--- config.mk ---
export PLATFORM = sky130hd
export DESIGN_NAME = hrsp_core
export DESIGN_NICKNAME = d
export VERILOG_FILES = /design/src/sv/hrsp_pkg.sv /design/src/sv/hrsp_core.sv
export SDC_FILE = /design/constraint.sdc
export NUM_CORES = 1
export LEC_CHECK = 0
export BUFFER_PORTS_ARGS = -buffer_cell sky130_fd_sc_hd__buf_2
export CAP_MARGIN = 20
export CORE_MARGIN = 5
export CORE_UTILIZATION = 54
export CTS_CLUSTER_SIZE = 30
export DETAILED_ROUTE_END_ITERATION = 10
export GPL_TIMING_DRIVEN = 0
export PLACE_DENSITY_LB_ADDON = 0.25
export SLEW_MARGIN = 30
export SYNTH_ARGS = -nofsm -noshare
export SYNTH_HDL_FRONTEND = slang
export SYNTH_SLANG_ARGS = --single-unit
--- constraint.sdc ---
create_clock -name clock -period 7 [get_ports clock]
set_input_delay 0.35 -clock clock [delete_from_list [all_inputs] [get_ports clock]]
set_output_delay 0.35 -clock clock [all_outputs]
set_load 0.05 [all_outputs]
--- src/sv/hrsp_pkg.sv ---
// shared types, constants and helper functions for the http request stream parser
// no dependencies
package hrsp_pkg;

   localparam int LenWidthDefault = 48;
   localparam int OutLenWidth     = 48;

   // phase codes
   localparam logic [2:0] PH_METHOD   = 3'd0;
   localparam logic [2:0] PH_PATH     = 3'd1;
   localparam logic [2:0] PH_ARGS     = 3'd2;
   localparam logic [2:0] PH_SKIPLINE = 3'd3;
   localparam logic [2:0] PH_HEADERS  = 3'd4;
   localparam logic [2:0] PH_BODYLEN  = 3'd5;
   localparam logic [2:0] PH_CHUNKED  = 3'd6;

   // header line sub states
   localparam logic [3:0] HS_LS     = 4'd0;
   localparam logic [3:0] HS_LSCR   = 4'd1;
   localparam logic [3:0] HS_NAME   = 4'd2;
   localparam logic [3:0] HS_LEADSP = 4'd3;
   localparam logic [3:0] HS_VALUE  = 4'd4;
   localparam logic [3:0] HS_VALCR  = 4'd5;

   // chunk sub states
   localparam logic [3:0] CS_SIZE   = 4'd0;
   localparam logic [3:0] CS_SIZECR = 4'd1;
   localparam logic [3:0] CS_DATA   = 4'd2;
   localparam logic [3:0] CS_SKIP1  = 4'd3;
   localparam logic [3:0] CS_SKIP2  = 4'd4;

   // query sub states
   localparam logic [3:0] AS_NAME0 = 4'd0;
   localparam logic [3:0] AS_NAME  = 4'd1;
   localparam logic [3:0] AS_VALUE = 4'd2;

   // header value kinds
   localparam logic [1:0] VK_NONE   = 2'd0;
   localparam logic [1:0] VK_LENGTH = 2'd1;
   localparam logic [1:0] VK_TE     = 2'd2;
   localparam logic [1:0] VK_CONN   = 2'd3;

   // region codes
   localparam logic [2:0] RG_DELIM  = 3'd0;
   localparam logic [2:0] RG_METHOD = 3'd1;
   localparam logic [2:0] RG_PATH   = 3'd2;
   localparam logic [2:0] RG_ANAME  = 3'd3;
   localparam logic [2:0] RG_AVALUE = 3'd4;
   localparam logic [2:0] RG_HNAME  = 3'd5;
   localparam logic [2:0] RG_HVALUE = 3'd6;
   localparam logic [2:0] RG_BODY   = 3'd7;

   localparam logic [7:0] CH_SP    = 8'h20;
   localparam logic [7:0] CH_CR    = 8'h0d;
   localparam logic [7:0] CH_LF    = 8'h0a;
   localparam logic [7:0] CH_QM    = 8'h3f;
   localparam logic [7:0] CH_AMP   = 8'h26;
   localparam logic [7:0] CH_EQ    = 8'h3d;
   localparam logic [7:0] CH_COLON = 8'h3a;
   localparam logic [7:0] CH_SEMI  = 8'h3b;

   localparam logic [4:0] LEN_CL = 5'd14;
   localparam logic [4:0] LEN_TE = 5'd17;
   localparam logic [4:0] LEN_CN = 5'd10;
   localparam logic [2:0] LEN_CHUNKED = 3'd7;
   localparam logic [2:0] LEN_CLOSE   = 3'd5;

   // keyword tables, first letter at index zero
   localparam logic [0:13][7:0] HDR_CL       = "content-length";
   localparam logic [0:16][7:0] HDR_TE       = "transfer-encoding";
   localparam logic [0:9][7:0]  HDR_CN       = "connection";
   localparam logic [0:6][7:0]  WORD_CHUNKED = "chunked";
   localparam logic [0:4][7:0]  WORD_CLOSE   = "close";

   typedef struct packed {
      logic [7:0] out_byte;
      logic [2:0] region;
      logic       token_end;
      logic       segment_end;
      logic       request_done;
      logic       malformed;
      logic       truncated;
      logic [OutLenWidth-1:0] parsed_length;
      logic       chunked_body;
      logic       client_close;
   } rsp_type;

   function automatic logic [7:0] to_lower(input logic [7:0] c);
      return (c >= 8'h41 && c <= 8'h5a) ? c + 8'd32 : c;
   endfunction

   // real hex value; non hex bytes give their low nibble
   function automatic logic [3:0] hex_value(input logic [7:0] c);
      logic [7:0] l;
      l = to_lower(c);
      if (l >= 8'h61 && l <= 8'h66) return 4'(l - 8'h57);
      return c[3:0];
   endfunction

   function automatic logic [7:0] hdr_char(input logic [1:0] k, input logic [4:0] p);
      logic [7:0] c;
      c = 8'h00;
      if (k == 2'd0) begin
         if (p < LEN_CL) c = HDR_CL[p[3:0]];
      end else if (k == 2'd1) begin
         if (p < LEN_TE) c = HDR_TE[p];
      end else begin
         if (p < LEN_CN) c = HDR_CN[p[3:0]];
      end
      return c;
   endfunction

   function automatic logic [7:0] word_char(input logic is_te, input logic [2:0] p);
      logic [7:0] c;
      c = 8'h00;
      if (is_te) begin
         if (p < LEN_CHUNKED) c = WORD_CHUNKED[p];
      end else begin
         if (p < LEN_CLOSE) c = WORD_CLOSE[p];
      end
      return c;
   endfunction

endpackage

--- src/sv/hrsp_core.sv ---
// per-byte parser state and next-state logic, one byte per cycle while step is high
// depends on hrsp_pkg
module hrsp_core #(
   parameter int LEN_WIDTH = hrsp_pkg::LenWidthDefault
) (
   input  logic                  clock,
   input  logic                  reset,
   input  logic                  step,
   input  logic [7:0]            data_byte,
   input  logic                  end_of_stream,
   output hrsp_pkg::rsp_type     rsp
);
   import hrsp_pkg::*;

   localparam logic [LEN_WIDTH-1:0] LenMax = '1;

   logic [2:0] phase_ff, phase_in;
   logic [3:0] sub_ff, sub_in;
   logic [4:0] npos_ff, npos_in;
   logic [2:0] cand_ff, cand_in;
   logic [1:0] vk_ff, vk_in;
   logic [2:0] ppos_ff, ppos_in;
   logic [LEN_WIDTH-1:0] len_ff, len_in, rem_ff, rem_in;
   logic chk_ff, chk_in, cls_ff, cls_in, ext_ff, ext_in;

   logic [7:0] b, lc;
   logic [2:0] region;
   logic tok, seg, done, mal, trunc;
   logic [3:0] dig, hx;
   logic [LEN_WIDTH+3:0] len_x10, rem_x16;
   logic [LEN_WIDTH-1:0] rem_dec;

   // multiply-by-ten and shift-by-four, four bits wider for saturation, and a decrement that stops at zero
   always_comb begin
      dig     = 4'(data_byte - 8'h30);
      hx      = hex_value(data_byte);
      len_x10 = ({4'd0, len_ff} << 3) + ({4'd0, len_ff} << 1) + (LEN_WIDTH+4)'(dig);
      rem_x16 = ({4'd0, rem_ff} << 4) + (LEN_WIDTH+4)'(hx);
      rem_dec = (rem_ff != '0) ? rem_ff - 1'b1 : rem_ff;
   end

   // next-state logic
   always_comb begin
      phase_in = phase_ff; sub_in = sub_ff; npos_in = npos_ff; cand_in = cand_ff;
      vk_in = vk_ff; ppos_in = ppos_ff; len_in = len_ff; rem_in = rem_ff;
      chk_in = chk_ff; cls_in = cls_ff; ext_in = ext_ff;
      b = data_byte; lc = to_lower(data_byte);
      region = RG_DELIM; tok = 1'b0; seg = 1'b0; done = 1'b0; mal = 1'b0; trunc = 1'b0;
      if (end_of_stream) begin
         b = 8'h00;
         if (!(phase_ff == PH_METHOD && sub_ff == 4'd0)) begin
            done  = 1'b1;
            trunc = !(phase_ff == PH_CHUNKED && (sub_ff == CS_SKIP1 || sub_ff == CS_SKIP2));
         end
      end else begin
         unique case (phase_ff)
            PH_PATH: begin
               if (b == CH_QM) begin
                  tok = 1'b1; phase_in = PH_ARGS; sub_in = AS_NAME0;
               end else if (b == CH_SP || b == CH_CR) begin
                  tok = 1'b1; phase_in = PH_SKIPLINE;
               end else region = RG_PATH;
            end
            PH_ARGS: begin
               if (sub_ff == AS_VALUE) begin
                  if (b == CH_AMP) begin
                     tok = 1'b1; sub_in = AS_NAME0;
                  end else if (b == CH_SP || b == CH_CR) begin
                     tok = 1'b1; phase_in = PH_SKIPLINE;
                  end else region = RG_AVALUE;
               end else begin
                  if (b == CH_EQ) begin
                     tok = 1'b1; sub_in = AS_VALUE;
                  end else if (b == CH_AMP) begin
                     tok = 1'b1; sub_in = AS_NAME0;
                  end else if (b == CH_SP || b == CH_CR) begin
                     tok = (sub_ff == AS_NAME); phase_in = PH_SKIPLINE;
                  end else begin
                     region = RG_ANAME; sub_in = AS_NAME;
                  end
               end
            end
            PH_SKIPLINE: begin
               if (b == CH_LF) begin
                  phase_in = PH_HEADERS; sub_in = HS_LS; npos_in = '0; cand_in = 3'b111;
               end
            end
            PH_HEADERS: begin
               if (sub_ff == HS_LSCR) begin
                  if (b == CH_LF) begin
                     if (chk_ff) begin
                        phase_in = PH_CHUNKED; sub_in = CS_SIZE; rem_in = '0; ext_in = 1'b0;
                     end else if (len_ff == '0) done = 1'b1;
                     else begin
                        rem_in = len_ff; phase_in = PH_BODYLEN; sub_in = 4'd0;
                     end
                  end else begin
                     mal = 1'b1; done = 1'b1;
                  end
               end else if (sub_ff == HS_VALCR) begin
                  if (b == CH_LF) begin
                     sub_in = HS_LS; npos_in = '0; cand_in = 3'b111;
                  end else begin
                     mal = 1'b1; done = 1'b1;
                  end
               end else if (sub_ff == HS_LEADSP || sub_ff == HS_VALUE) begin
                  if (!(sub_ff == HS_LEADSP && b == CH_SP)) begin
                     sub_in = HS_VALUE;
                     if (b == CH_CR) begin
                        tok = 1'b1; vk_in = VK_NONE; sub_in = HS_VALCR;
                     end else begin
                        region = RG_HVALUE;
                        if (vk_ff == VK_LENGTH) begin
                           if (b >= 8'h30 && b <= 8'h39)
                              len_in = (len_x10[LEN_WIDTH+3:LEN_WIDTH] != '0)
                                 ? LenMax : len_x10[LEN_WIDTH-1:0];
                        end else if (vk_ff != VK_NONE) begin
                           if (ppos_ff < ((vk_ff == VK_TE) ? LEN_CHUNKED : LEN_CLOSE) &&
                               lc == word_char(vk_ff == VK_TE, ppos_ff)) begin
                              ppos_in = ppos_ff + 3'd1;
                              if (ppos_in == ((vk_ff == VK_TE) ? LEN_CHUNKED : LEN_CLOSE)) begin
                                 if (vk_ff == VK_TE) chk_in = 1'b1;
                                 else cls_in = 1'b1;
                                 vk_in = VK_NONE;
                              end
                           end else vk_in = VK_NONE;
                        end
                     end
                  end
               end else begin
                  if (b == CH_CR) begin
                     if (sub_ff == HS_LS) sub_in = HS_LSCR;
                     else begin
                        mal = 1'b1; done = 1'b1;
                     end
                  end else if (b == CH_COLON) begin
                     tok = 1'b1;
                     vk_in = VK_NONE;
                     if (cand_ff[0] && npos_ff == LEN_CL) vk_in = VK_LENGTH;
                     if (cand_ff[1] && npos_ff == LEN_TE) vk_in = VK_TE;
                     if (cand_ff[2] && npos_ff == LEN_CN) vk_in = VK_CONN;
                     if (vk_in == VK_LENGTH) len_in = '0;
                     ppos_in = '0;
                     sub_in = HS_LEADSP;
                  end else begin
                     region = RG_HNAME; sub_in = HS_NAME;
                     if (npos_ff >= LEN_CL || lc != hdr_char(2'd0, npos_ff)) cand_in[0] = 1'b0;
                     if (npos_ff >= LEN_TE || lc != hdr_char(2'd1, npos_ff)) cand_in[1] = 1'b0;
                     if (npos_ff >= LEN_CN || lc != hdr_char(2'd2, npos_ff)) cand_in[2] = 1'b0;
                     if (npos_ff != 5'd31) npos_in = npos_ff + 5'd1;
                  end
               end
            end
            PH_BODYLEN: begin
               region = RG_BODY; rem_in = rem_dec;
               if (rem_dec == '0) begin
                  seg = 1'b1; done = 1'b1;
               end
            end
            PH_CHUNKED: begin
               unique case (sub_ff)
                  CS_DATA: begin
                     region = RG_BODY; rem_in = rem_dec;
                     if (rem_dec == '0) begin
                        seg = 1'b1; sub_in = CS_SKIP1;
                     end
                  end
                  CS_SKIP1: sub_in = CS_SKIP2;
                  CS_SKIP2: begin
                     sub_in = CS_SIZE; rem_in = '0; ext_in = 1'b0;
                  end
                  CS_SIZECR: begin
                     if (b == CH_LF) begin
                        if (rem_ff == '0) done = 1'b1;
                        else sub_in = CS_DATA;
                     end else begin
                        ext_in = 1'b1;
                        if (b != CH_CR) sub_in = CS_SIZE;
                     end
                  end
                  default: begin
                     if (b == CH_CR) sub_in = CS_SIZECR;
                     else if (b == CH_SEMI) ext_in = 1'b1;
                     else if (!ext_ff)
                        rem_in = (rem_x16[LEN_WIDTH+3:LEN_WIDTH] != '0)
                           ? LenMax : rem_x16[LEN_WIDTH-1:0];
                  end
               endcase
            end
            default: begin
               phase_in = PH_METHOD; sub_in = 4'd1;
               if (b == CH_SP) begin
                  tok = 1'b1; phase_in = PH_PATH;
               end else region = RG_METHOD;
            end
         endcase
      end
      rsp.out_byte = b; rsp.region = region; rsp.token_end = tok; rsp.segment_end = seg;
      rsp.request_done = done; rsp.malformed = mal; rsp.truncated = trunc;
      rsp.parsed_length = OutLenWidth'({{(OutLenWidth > LEN_WIDTH ? OutLenWidth - LEN_WIDTH : 1){1'b0}}, len_in});
      rsp.chunked_body = chk_in; rsp.client_close = cls_in;
   end

   // state registers, cleared at reset and at request end
   always_ff @(posedge clock) begin
      if (reset || (step && done)) begin
         phase_ff <= PH_METHOD; sub_ff <= '0; npos_ff <= '0; cand_ff <= 3'b111;
         vk_ff <= VK_NONE; ppos_ff <= '0; len_ff <= '0; rem_ff <= '0;
         chk_ff <= 1'b0; cls_ff <= 1'b0; ext_ff <= 1'b0;
      end else if (step) begin
         phase_ff <= phase_in; sub_ff <= sub_in; npos_ff <= npos_in; cand_ff <= cand_in;
         vk_ff <= vk_in; ppos_ff <= ppos_in; len_ff <= len_in; rem_ff <= rem_in;
         chk_ff <= chk_in; cls_ff <= cls_in; ext_ff <= ext_in;
      end
   end

`ifndef SYNTHESIS
   a_trunc_done: assert property (@(posedge clock) disable iff (reset)
      rsp.truncated |-> rsp.request_done) else $error("truncated without done");
   a_mal_done: assert property (@(posedge clock) disable iff (reset)
      rsp.malformed |-> rsp.request_done) else $error("malformed without done");
   a_done_clear: assert property (@(posedge clock) disable iff (reset)
      (step && rsp.request_done) |=> (phase_ff == PH_METHOD && sub_ff == 4'd0))
      else $error("state not cleared after done");
   a_seg_body: assert property (@(posedge clock) disable iff (reset)
      rsp.segment_end |-> rsp.region == RG_BODY) else $error("segment end outside body");
`endif
endmodule

; ---- After elaboration in Yosys (flattened, before gate mapping)
; Memories as Yosys holds them, arrays and structs flattened.
; Cells that the tools add are included.
[classes]
addsub = 9
mul = 0
div = 0
magnitude_cmp = 18
eq_ne = 73
shift = 0
n_mux = 250
bitwise = 8
reduce_logical = 45
[ops]
columns = op, n
row1 = $mux 48, 22
row2 = $mux 8, 48
row3 = $pmux 48 s3, 2
row4 = $logic_not 48->1, 3
row5 = $mux 3, 36
row6 = $add 52x4->52, 2
row7 = $mux 4, 23
row8 = $mux 1, 77
row9 = $add 51x49->52, 1
row10 = $eq 8x6->1 const B, 6
row11 = $mux 2, 24
row12 = $reduce_bool 48->1, 1
row13 = $sub 48x1->48 const B, 1
row14 = $reduce_and 8->1, 5
row15 = $ne 3x3->1 const B, 13
row16 = $mux 5, 7
row17 = $ne 2x2->1 const B, 12
row18 = $ne 4x4->1 const B, 6
row19 = $ne 8x8->1, 3
row20 = $pmux 4 s6, 1
row21 = $reduce_and 10->1, 2
row22 = $pmux 3 s6, 1
row23 = $eq 8x4->1 const B, 2
row24 = $ge 8x7->1 const B, 2
row25 = 61 further kinds, 103
[totals]
register_bits = 119
latchBits = 0
mem_bits_rw = 0
mem_bits_ro = 640
word_cells = 421
memories = 5
[mem_list]
columns = name, words, width, read_ports, rd_clocked_by_memory_dff, write_ports, line_no
row1 = (no name shown), 32, 8, 1, 0, 0, hrsp_pkg.sv:106  ; if (p < LEN_TE) c = HDR_TE[p];
row2 = (no name shown), 16, 8, 1, 0, 0, hrsp_pkg.sv:108  ; if (p < LEN_CN) c = HDR_CN[p[3:0]];
row3 = (no name shown), 16, 8, 1, 0, 0, hrsp_pkg.sv:104  ; if (p < LEN_CL) c = HDR_CL[p[3:0]];
row4 = (no name shown), 8, 8, 1, 0, 0, hrsp_pkg.sv:119  ; if (p < LEN_CLOSE) c = WORD_CLOSE[p];
row5 = (no name shown), 8, 8, 1, 0, 0, hrsp_pkg.sv:117  ; if (p < LEN_CHUNKED) c = WORD_CHUNKED[p];

; ---- Depth between registers and ports, before layout
[logic_depth]
ltp_word = 27
ltp_mapped = 17

; ---- Least setup slack after synthesis
; No wires, ideal clock.
[synth_path]
path_type = flip-flop to output port
start = register len_ff[0]
end = output port rsp[49] (netlist name)
t_arrival_ps = 4509
t_required_ps = 6650
path_slack_ps = 2141
path_stages_with_launch = 14
path_buffers = 0
path_cell_list = dfxtp_1 fa_1 ha_1 a211oi_1 o21ai_0 o21ai_0 a21oi_1 a32o_1 o21ai_0 o21ai_0 a311oi_1 xnor2_1 nor2b_1 o31ai_1
[synth_lines]
columns = element, line_no
row1 = from (decl), hrsp_core.sv:23  ; logic [LEN_WIDTH-1:0] len_ff, len_in, rem_ff, rem_in;
row2 = from (signal assigned), hrsp_core.sv:212  ; vk_ff <= vk_in; ppos_ff <= ppos_in; len_ff <= len_in; rem_ff <= rem_in;
row3 = to (decl), hrsp_core.sv:11  ; output hrsp_pkg::rsp_type rsp

==> metrics.txt <==
Max clock buf depth=2; critical-path maximum fanout=10; Pre-antenna DRT Iters=8; Worst EP required=approximately 6700 ps; post-layout power=1.86 mW; Slew @ Worst Pin=between 1000 and 1500 ps; largest cells by area after synthesis=dfxtp_1, ha_1, a21oi_1, o21ai_0, nand2_1; vias per cell=approximately 7.0; crit end category=output pin; Post-synth EDFFs=0; R2R Setup Slk=1250 ps; Layout Nets=around 2300; crit path to=rsp[26]; CTS tree=yes; P_leak=about 6.4 nW; Die ar.=0.0291 sq mm; post-route ant nets=0; multiplexer area fraction after synthesis=0.00969; placed cells=about 2500; maxcap violations=0; Worst Setup Slack, final=about 250 ps; fraction of registers with async set/reset=0; R2R depth=14; kind of critical path=reg -> out; pwr/cell area=121 mW/mm^2; CTS hold repair buffers=0; layout cell share with drive strength beyond 1=0.0735; register area=0.00238 sq mm; Area Overhead vs Synth=10.4%; R2R Path End=len_ff[8]$_SDFFE_PP0P_; dpl hpwl=46.7 mm; status=finished, final reports clean; Worst-Skew Late Latency=around 450 ps; Hold Path Class=reg -> reg; TritonCTS Sinks=~120; Setup Fix Bufs, Post-CTS=0; crit-path max cell delay=660 ps; Syn Inst Count=around 2100; Design Area, Final=around 0.015 sq mm; vias in the first global route=between 15000 and 20000; largest family of logic cells by synthesized area=compound AO/OA/AOI/OAI gates; largest net degree at the start of global routing=17; I/O Buffers=77; gr usage total=0.400; most frequent cell after synthesis=nand2_1; count of cell types in the netlist=72; Die Y=about 170 microns; adder-cell share of the synthesized area=0.112; Clock Skew=roughly 20 ps; Placer Congestion=between 1 and 1.5; num ports=between 70 and 80; pre-CTS WS=947 ps; Fin Hold WS=approximately 470 ps; H-tree Lvls=4; synthesized flop and latch total=between 100 and 150; routed len/inst=around 24 microns; Routed WL=around 61 mm; yosys warns=0; Clock transition at path regs=roughly 80 ps; Synth Area in Compound Gates=0.323; GRT overflow=0; Seq/Total Area, Yosys=0.171; Highest Clock Rate=roughly 150 MHz; Setup TNS=0 ps; mapped cell area=about 0.014 sq mm; FILL cells=roughly 2500; Final Hold Fails=0; Worst slew margin=0.292; Die X=171 microns; Syn Nets=roughly 2200; synth cell count leaders=nand2_1, a21oi_1, nor2_1; top cell type's share of synthesized area=0.171; Initial Util=0.551; cell repeated most along the worst path=o21ai_0; Vias=17700; # setup viols final=0; # resized after CTS=0; DR DRC count=0; area of the multi-input gates=0.0108 sq mm; Synth area leader=dfxtp_1; Slew Limit Fails=0; top_reg_cell synth=dfxtp_1; Mapped Avg Cell Area=~6.7 sq um; post-synthesis xor/xnor area fraction=0.0553; initial antenna violation count=1; CP cell instances=fa_1 > ha_1 > a211oi_1 > o21ai_0 > o21ai_0 > a21oi_1 > a32o_1 > o21ai_0 > nor4_1 > nor4_2 > clkbuf_1 > a21oi_1 > o21ai_0 > a21bo_2 > buf_2; row count=58; Slowest cell on crit path=nor4_2; DRT iter0 DRCs=2938; RSZ-0062 raised after global routing=false; VDD IR-drop max=0.166 mV; area post-placement=between 0.01 and 0.015 sq mm; r2r startpoint=len_ff[2]$_SDFFE_PP0P_; Tmin final=roughly 6700 ps; Arrival @ worst endpoint=~6400 ps; final core utilization=0.608; first-pass GRT wire length=slightly above 90 mm; Non-Filler Instances=2536; Worst setup SP type=flip-flop; Clock Root Buffer=clkbuf_16; simple-gate portion of the synthesized area=0.272; Worst Setup SP=len_ff[2]$_SDFFE_PP0P_; TritonCTS Buffers=17; fin crit share=0.964; Core ar.=0.0253 sq mm
## where the power goes
| group | switching, mW | internal [mW] | total, mW |
|---|---|---|---|
| sequential | 0.00194 | 0.679 | 0.681 |
| combinational | 0.167 | 0.0653 | 0.232 |
| clock | 0.410 | 0.540 | 0.950 |
| total | 0.578 | 1.28 | 1.86 |
## logic make-up after synthesis
family	count (synthesis)
multiplexers	13
AND/OR/NAND/NOR	814
buffers and inverters	191
adder cells (fa/ha/maj)	124
flip-flops	119
AO/OA/AOI/OAI	746
XOR/XNOR	88
## flip-flops by register name, indices dropped and copies added, names as in the netlist, 2 cells and up
register  flops
cand_ff       3
ppos_ff       3
rem_ff       48
phase_ff      3
npos_ff       5
sub_ff        4
vk_ff         2
len_ff       48
## area by class of cell
class / instances / area share
Tap cell: 330 / 0.0268
Clock inverter: 15 / 0.0117
Antenna cell: 1 / 0.000163
Sequential cell: 119 / 0.155
Timing Repair Buffer: 78 / 0.0254
Inverter: 40 / 0.00976
Clock buffer: 17 / 0.0276
Multi-Input combinational cell: 1785 / 0.702
Buffer: 151 / 0.0419
## layer usage
layer  GRT usage  share of wire  routed length, microns
met4       0.181          0.054                    3250
met1       0.521           0.39                   23800
met5           0              0                       0
met3      0.0880           0.12                    6960
met2       0.634           0.44                   26500
## critical path, delay by kind of cell (launching register included)
family,cells,cell delay (ps)
AO/OA/AOI/OAI,9,2850
adder cells (fa/ha/maj),2,860
buffers and inverters,2,810
AND/OR/NAND/NOR,2,780
flip-flops,1,630
## how the worst min path moves through the flow
| stage | start | end | cells past startpoint |
|---|---|---|---|
| floorplan | cls_ff$_SDFFE_PP0P_ | cls_ff$_SDFFE_PP0P_ | 2 |
| global placement | cls_ff$_SDFFE_PP0P_ | cls_ff$_SDFFE_PP0P_ | 2 |
| detailed placement | cls_ff$_SDFFE_PP0P_ | cls_ff$_SDFFE_PP0P_ | 2 |
| CTS | cls_ff$_SDFFE_PP0P_ | cls_ff$_SDFFE_PP0P_ | 2 |
| global route | cls_ff$_SDFFE_PP0P_ | cls_ff$_SDFFE_PP0P_ | 2 |
| finish | cls_ff$_SDFFE_PP0P_ | cls_ff$_SDFFE_PP0P_ | 2 |
## placed cells by master (no fill, tap or decap), types with 17 or more instances in the layout
master | synthesis | final
nand2_1 | 271 | 271
clkbuf_16 | 0 | 17
buf_2 | 2 | 80
nor3_1 | 56 | 56
xor2_1 | 33 | 33
o211ai_1 | 18 | 18
clkbuf_1 | 123 | 123
nand3_1 | 50 | 50
or3_1 | 19 | 19
a21oi_1 | 248 | 247
a31oi_1 | 36 | 36
nor2_1 | 223 | 223
nor2b_1 | 21 | 21
nand2b_1 | 20 | 20
inv_1 | 40 | 40
nor4_1 | 44 | 42
dfxtp_1 | 119 | 119
a22oi_1 | 39 | 39
a211oi_1 | 20 | 20
nand4_1 | 35 | 35
a21o_1 | 37 | 37
buf_4 | 20 | 20
o21ai_0 | 211 | 210
xnor2_1 | 55 | 55
ha_1 | 122 | 122
o22ai_1 | 22 | 22
No activity file was read; power rests on OpenSTA's default activity.
